### config.mk
export PLATFORM = sky130hd
export DESIGN_NAME = fla_ctrl
export DESIGN_NICKNAME = d
export VERILOG_FILES = /design/src/hdl/fla_pkg.sv /design/src/hdl/fla_ctrl.sv
export SDC_FILE = /design/constraint.sdc
export NUM_CORES = 1
export LEC_CHECK = 0
export BUFFER_PORTS_ARGS = -buffer_cell sky130_fd_sc_hd__buf_2
export CORE_MARGIN = 8
export CORE_UTILIZATION = 40
export DETAILED_ROUTE_END_ITERATION = 8
export GPL_ROUTABILITY_DRIVEN = 0
export MAX_ROUTING_LAYER = met4
export PLACE_DENSITY = 0.67
export SLEW_MARGIN = 40
export SYNTH_ARGS = -nofsm -noshare
export SYNTH_HDL_FRONTEND = slang
export SYNTH_SLANG_ARGS = --single-unit
export TNS_END_PERCENT = 10
### constraint.sdc
create_clock -name clock -period 1.6 [get_ports clock]
set_input_delay 0.08 -clock clock [delete_from_list [all_inputs] [get_ports clock]]
set_output_delay 0.08 -clock clock [all_outputs]
set_load 0.02 [all_outputs]
### src/hdl/fla_pkg.sv
// Shared constants, codes and control types of the free-list allocator.
package fla_pkg;

   // Arena geometry
   localparam int ARENA_BYTES = 4096;
   localparam int ADDR_W      = $clog2(ARENA_BYTES);
   localparam int LINK_W      = ADDR_W + 1;
   localparam int REAL_W      = LINK_W + 1;
   localparam int WALK_LIMIT  = 2 * ARENA_BYTES;
   localparam int STEP_W      = $clog2(WALK_LIMIT + 1);

   localparam logic [LINK_W-1:0] NIL_LINK       = LINK_W'(ARENA_BYTES);
   localparam logic [LINK_W-1:0] MIN_PAYLOAD    = LINK_W'(12);
   localparam logic [LINK_W-1:0] BUSY_HDR       = LINK_W'(4);
   localparam logic [REAL_W-1:0] MIN_FREE_BLOCK = REAL_W'(16);
   localparam logic [STEP_W-1:0] STEP_MAX       = STEP_W'(WALK_LIMIT);

   // Fit policy codes
   localparam logic [1:0] POL_FIRST = 2'd0;
   localparam logic [1:0] POL_BEST  = 2'd1;
   localparam logic [1:0] POL_WORST = 2'd2;

   // Opcodes
   localparam logic OP_ALLOC = 1'b0;
   localparam logic OP_FREE  = 1'b1;

   typedef enum logic [4:0] {
      S_CLEAR, S_IDLE,
      S_A_RD, S_A_EV, S_A_PRD, S_A_PEV, S_A_SPLIT, S_A_COMMIT,
      S_F_HDR, S_F_RD, S_F_EV, S_F_LINK2,
      S_M_INIT, S_M_RD, S_M_EV, S_M_EV2,
      S_DONE
   } fla_state_type;

   typedef enum logic [4:0] {
      CMD_NONE, CMD_CLEAR, CMD_ACCEPT,
      CMD_A_RD, CMD_A_EV, CMD_A_PRD, CMD_A_PEV, CMD_A_SPLIT, CMD_A_COMMIT,
      CMD_F_HDR, CMD_F_RD, CMD_F_EV, CMD_F_LINK2,
      CMD_M_INIT, CMD_M_RD, CMD_M_EV, CMD_M_EV2,
      CMD_LOAD
   } fla_cmd_type;

   typedef struct packed {
      logic clr_done;
      logic in_alloc;
      logic in_off_ok;
      logic walk_ok;
      logic first_stop;
      logic pick_node;
      logic split;
      logic list_empty;
      logic head_gt;
      logic f_walk;
      logic ins;
      logic touch;
      logic rsp_busy;
   } fla_status_type;

endpackage

### src/hdl/fla_ctrl.sv
// Controller state machine of the free-list allocator.
module fla_ctrl
   import fla_pkg::*;
(
   input  logic           clock,
   input  logic           reset,
   input  logic           req_tvalid,
   input  fla_status_type status,
   output fla_cmd_type    cmd,
   output logic           req_tready
);

   fla_state_type state_ff, state_in;

   // state register
   always_ff @(posedge clock) begin
      if (reset) begin
         state_ff <= S_CLEAR;
      end else begin
         state_ff <= state_in;
      end
   end

   // next state
   always_comb begin
      state_in = state_ff;
      unique case (state_ff)
         S_CLEAR: begin
            if (status.clr_done) state_in = S_IDLE;
         end
         S_IDLE: begin
            if (req_tvalid) begin
               if (status.in_alloc)       state_in = S_A_RD;
               else if (status.in_off_ok) state_in = S_F_HDR;
               else                       state_in = S_DONE;
            end
         end
         S_A_RD:     state_in = status.walk_ok ? S_A_EV : S_A_PRD;
         S_A_EV:     state_in = status.first_stop ? S_A_PRD : S_A_RD;
         S_A_PRD:    state_in = status.pick_node ? S_A_PEV : S_DONE;
         S_A_PEV:    state_in = status.split ? S_A_SPLIT : S_A_COMMIT;
         S_A_SPLIT:  state_in = S_A_COMMIT;
         S_A_COMMIT: state_in = S_DONE;
         S_F_HDR: begin
            state_in = (status.list_empty || status.head_gt) ? S_M_INIT : S_F_RD;
         end
         S_F_RD:     state_in = status.f_walk ? S_F_EV : S_M_INIT;
         S_F_EV:     state_in = status.ins ? S_F_LINK2 : S_F_RD;
         S_F_LINK2:  state_in = S_M_INIT;
         S_M_INIT:   state_in = S_M_RD;
         S_M_RD:     state_in = status.walk_ok ? S_M_EV : S_DONE;
         S_M_EV:     state_in = status.touch ? S_M_EV2 : S_M_RD;
         S_M_EV2:    state_in = S_M_RD;
         S_DONE: begin
            if (!status.rsp_busy) state_in = S_IDLE;
         end
         default:    state_in = S_CLEAR;
      endcase
   end

   // commands
   always_comb begin
      req_tready = 1'b0;
      cmd        = CMD_NONE;
      unique case (state_ff)
         S_CLEAR:    cmd = CMD_CLEAR;
         S_IDLE: begin
            req_tready = 1'b1;
            cmd        = req_tvalid ? CMD_ACCEPT : CMD_NONE;
         end
         S_A_RD:     cmd = CMD_A_RD;
         S_A_EV:     cmd = CMD_A_EV;
         S_A_PRD:    cmd = CMD_A_PRD;
         S_A_PEV:    cmd = CMD_A_PEV;
         S_A_SPLIT:  cmd = CMD_A_SPLIT;
         S_A_COMMIT: cmd = CMD_A_COMMIT;
         S_F_HDR:    cmd = CMD_F_HDR;
         S_F_RD:     cmd = CMD_F_RD;
         S_F_EV:     cmd = CMD_F_EV;
         S_F_LINK2:  cmd = CMD_F_LINK2;
         S_M_INIT:   cmd = CMD_M_INIT;
         S_M_RD:     cmd = CMD_M_RD;
         S_M_EV:     cmd = CMD_M_EV;
         S_M_EV2:    cmd = CMD_M_EV2;
         S_DONE:     cmd = status.rsp_busy ? CMD_NONE : CMD_LOAD;
         default:    cmd = CMD_NONE;
      endcase
   end

   // a first-fit walk never continues past a fitting block
   a_first_stop: assert property (@(posedge clock) disable iff (reset)
      (state_ff == S_A_EV && status.first_stop) |=> state_ff == S_A_PRD)
      else $error("first fit walk went on after a hit");

   // a request is only taken once the clearing pass is over
   a_clear_first: assert property (@(posedge clock) disable iff (reset)
      (state_ff == S_CLEAR && !status.clr_done) |=> !req_tready)
      else $error("item taken during clearing pass");

   // the result stage is never overwritten while it is stalled
   a_no_overwrite: assert property (@(posedge clock) disable iff (reset)
      status.rsp_busy |-> cmd != CMD_LOAD)
      else $error("result loaded over a stalled item");

endmodule

==> impl_results.md <==
* Status: finished, violations left
* Failing checks: setup timing
* Slew @ Worst Pin at 0.4012 ns
* Largest net degree at the start of global routing at 16
* Ys Warns at 0
* Pwr per Cell Area at 717.9 nW/µm²
* Die Y-Extent at 55.19 µm
* Synth Area in Adders at 0%
* Die area at 3046 µm²
* Worst endpoint data arrival time at 1.67 ns
* Fin Clk Skew at 0.003475 ns
* Clock root buffer: clkbuf_4
* Post-route minimum period at approximately 1.7 ns
* Nets at 132
* CP Data Required Time at 1.52 ns
* Switch Pwr at 236.6 µW
* Vias in the first global route at a little over 700
* CTS tree: yes
* Post-synthesis mux area share at under 10%
* Post-Syn Area at 614.3 µm²
* Xor-xnor portion of the synthesized cell area at 2.851%
* Post-Synth Simple-Gate Area at 36.05%
* Area post-placement at approximately 770 µm²
* Core area at 1471 µm²
* Critical Path Start Type: register
* Switching fraction of total power at 38.18%
* Crit-path cells: or4_4 -> or3_4 -> o31ai_2 -> buf_4
* Syn Nets at 102
* Initial antenna violation count at 0
* Worst VDD drop at 0.0006826 V
* Finished Cell Area at 863.3 µm²
* Reg clk slew, reported paths at 0.04 ns
* N_diodes at 0
* CP max stage cell: or4_4
* Worst Path Buf+Inv at 1
* Via count at just under 800
* GRT overflow at 0
* Number of remaining DRC errors at 0
* Synth cell count leaders: nor2_1, nor3_1, o21ai_0
* Hold Fails Final Rpt at 0
* Compound-Gate Fraction of Synth Area at 31.36%
* CTS buffer count at 3
* Sequential fraction of design power at a little under a quarter
* Worst-skew pair later-pin latency at between 0.2 and 0.25 ns
* Synth cell types at 42
* Reg with most FFs: state_ff
* Sink Count at 5
* Logic pwr share at 53.7%
* Top flop regs: state_ff x5
* Largest register FFs at 5
* Initial core utilization at 41.75%
* Number of port buffers at 21
* Leak at 0.3570 nW
* Yosys top cell by area: dfxtp_1
* Pre-CTS setup slack at 0.04656 ns
* Final Max Slew Viols at 0
* Area share of the largest cell type after synthesis at 16.29%
* Core Rows at 14
* Setup Viol. Count Final at 5
* CP Capture Type: primary output
* TNS Setup at -0.3668 ns
* Syn_area_per_cell at slightly above 7 µm²
* Final worst slack at -0.1480 ns
* CTS Buffer Depth at 2
* Count leader, synth: nor2_1
* Seq/Total Area, Yosys at 16.29%
* Post-route clock period utilization at 109.2%
* Largest family of logic cells by synthesized area: simple AND/OR/NAND/NOR gates
* CP top delay family: simple AND/OR/NAND/NOR gates
* Hold Crit Class: in2reg
* DP HPWL at 1461 µm
* Flops & latches, synth at 5
* IO Count at 22
* Dominant cells by area after synthesis: dfxtp_1, nor3_1, o21ai_0
* Max_slew headroom at 72.56%
* P_int at 383.1 µW
* Max incr delay on CP at roughly 0.52 ns
* Vias per Instance at ~5.9
* Clock power share at 22.6%
* Async set-or-reset flop fraction in the synthesized netlist at 0%
* First-pass GRT wire length at 3084 µm
* Max-cap violation count at 0
* Antenna-violating nets left at 0
* H-tree Lvls at 1
* Fmax at 572.1 MHz
* Hold-fix buffers at CTS at 0
* Final wirelength at 1951 µm
* All-Layer GR Usage at around 14%
* Iteration-0 DRC Markers at 12
* Drt wl/cell at 14.89 µm
* Most common flop cell mapped by yosys: dfxtp_1
* Layout fillers at 147
* RSZ-0062 raised after global routing: true
* Critical Path Fanout Max at 3
* Share of layout cells above drive strength 1 at 41.74%
* Layout area overhead at 40.53%
* EDFF count, synth at 0
* Worst setup path class: reg2out
* DRT Pass-1 Iters at 4
* Tot Pwr at 619.8 µW
* Cell count after synthesis at 86
* Die width at 55.19 µm
[worst paths after layout]
| kind | from | end | slack (ns) | cells past startpoint |
|---|---|---|---|---|
| worst min register to register | state_ff[4]$_SDFFE_PP0P_ | state_ff[2]$_SDFFE_PP0P_ | 0.65 | 2 |
| worst max-delay path | state_ff[0]$_SDFFE_PP0P_ | cmd[4] | -0.15 | 4 |
| worst min-delay path | reset | state_ff[2]$_SDFFE_PP0P_ | 0.05 | 2 |
| worst max register to register | state_ff[1]$_SDFFE_PP0P_ | state_ff[4]$_SDFFE_PP0P_ | -0.05 | 5 |
[what timing repair did]
action / 4_1_cts / 5_1_grt
pin swaps: 2 / 1
endpoints found under the setup margin: 3 / 10
gates resized for setup: 3 / 11
endpoints found under the hold margin: 0 / 0
setup buffers: 2 / 0
[cell usage in the layout, fill, tap and decap left out, types with 3 or more instances in the layout]
| cell | Yosys | final |
|---|---|---|
| buf_2 | 2 | 18 |
| buf_4 | 1 | 13 |
| nor2_1 | 7 | 6 |
| inv_1 | 5 | 5 |
| nor3_1 | 6 | 5 |
| o21ai_0 | 6 | 5 |
| nand2_1 | 4 | 4 |
| dfxtp_1 | 5 | 4 |
| nand3_1 | 3 | 3 |
| a211oi_1 | 3 | 3 |
| clkbuf_4 | 0 | 3 |
[logic make-up (layout without fill, tap and decap cells)]
kind of cell | count (synthesis) | after routing
AO/OA/AOI/OAI | 27 | 27
XOR/XNOR | 2 | 2
buffers and inverters | 13 | 42
flip-flops | 5 | 5
multiplexers | 2 | 2
AND/OR/NAND/NOR | 37 | 37
[per-layer routing]
| metal | track usage (%) | part of all wire (%) |
|---|---|---|
| met5 | - | 0 |
| met4 | 1.600 | 1.5 |
| met3 | 5.348 | 7.5 |
| met2 | 20.71 | 46 |
| met1 | 17.27 | 45 |
[cell type report]
| cell class | count | area [µm²] | area share, % |
|---|---|---|---|
| multi-input cells | 68 | 486.7 | 56.38 |
| repair buffers | 33 | 210.2 | 24.35 |
| flip-flops and latches | 5 | 101.3 | 11.74 |
| clock buffers | 4 | 26.28 | 3.043 |
| well taps | 16 | 20.02 | 2.319 |
| inverters | 5 | 18.77 | 2.174 |
[per-stage QoR]
step                cells  hold slack, ns  util (%)
floorplan              86          0.1528         -
global placement      125          0.2931     52.38
detailed placement    125          0.3014     52.38
CTS                   131         0.04244     55.78
global route          131         0.04331     58.67
finish                131         0.05164     58.67
[power groups by stage]
stage	Sequential [mW]	Clock, mW	Combinational, mW
after global placement	0.147	0	0.284
final	0.147	0.140	0.333
after floorplan	0.145	0	0.196
after global routing	0.147	0.163	0.357
after detailed placement	0.148	0	0.287
after CTS	0.145	0.148	0.308
Power figures use the tool's default switching activity.
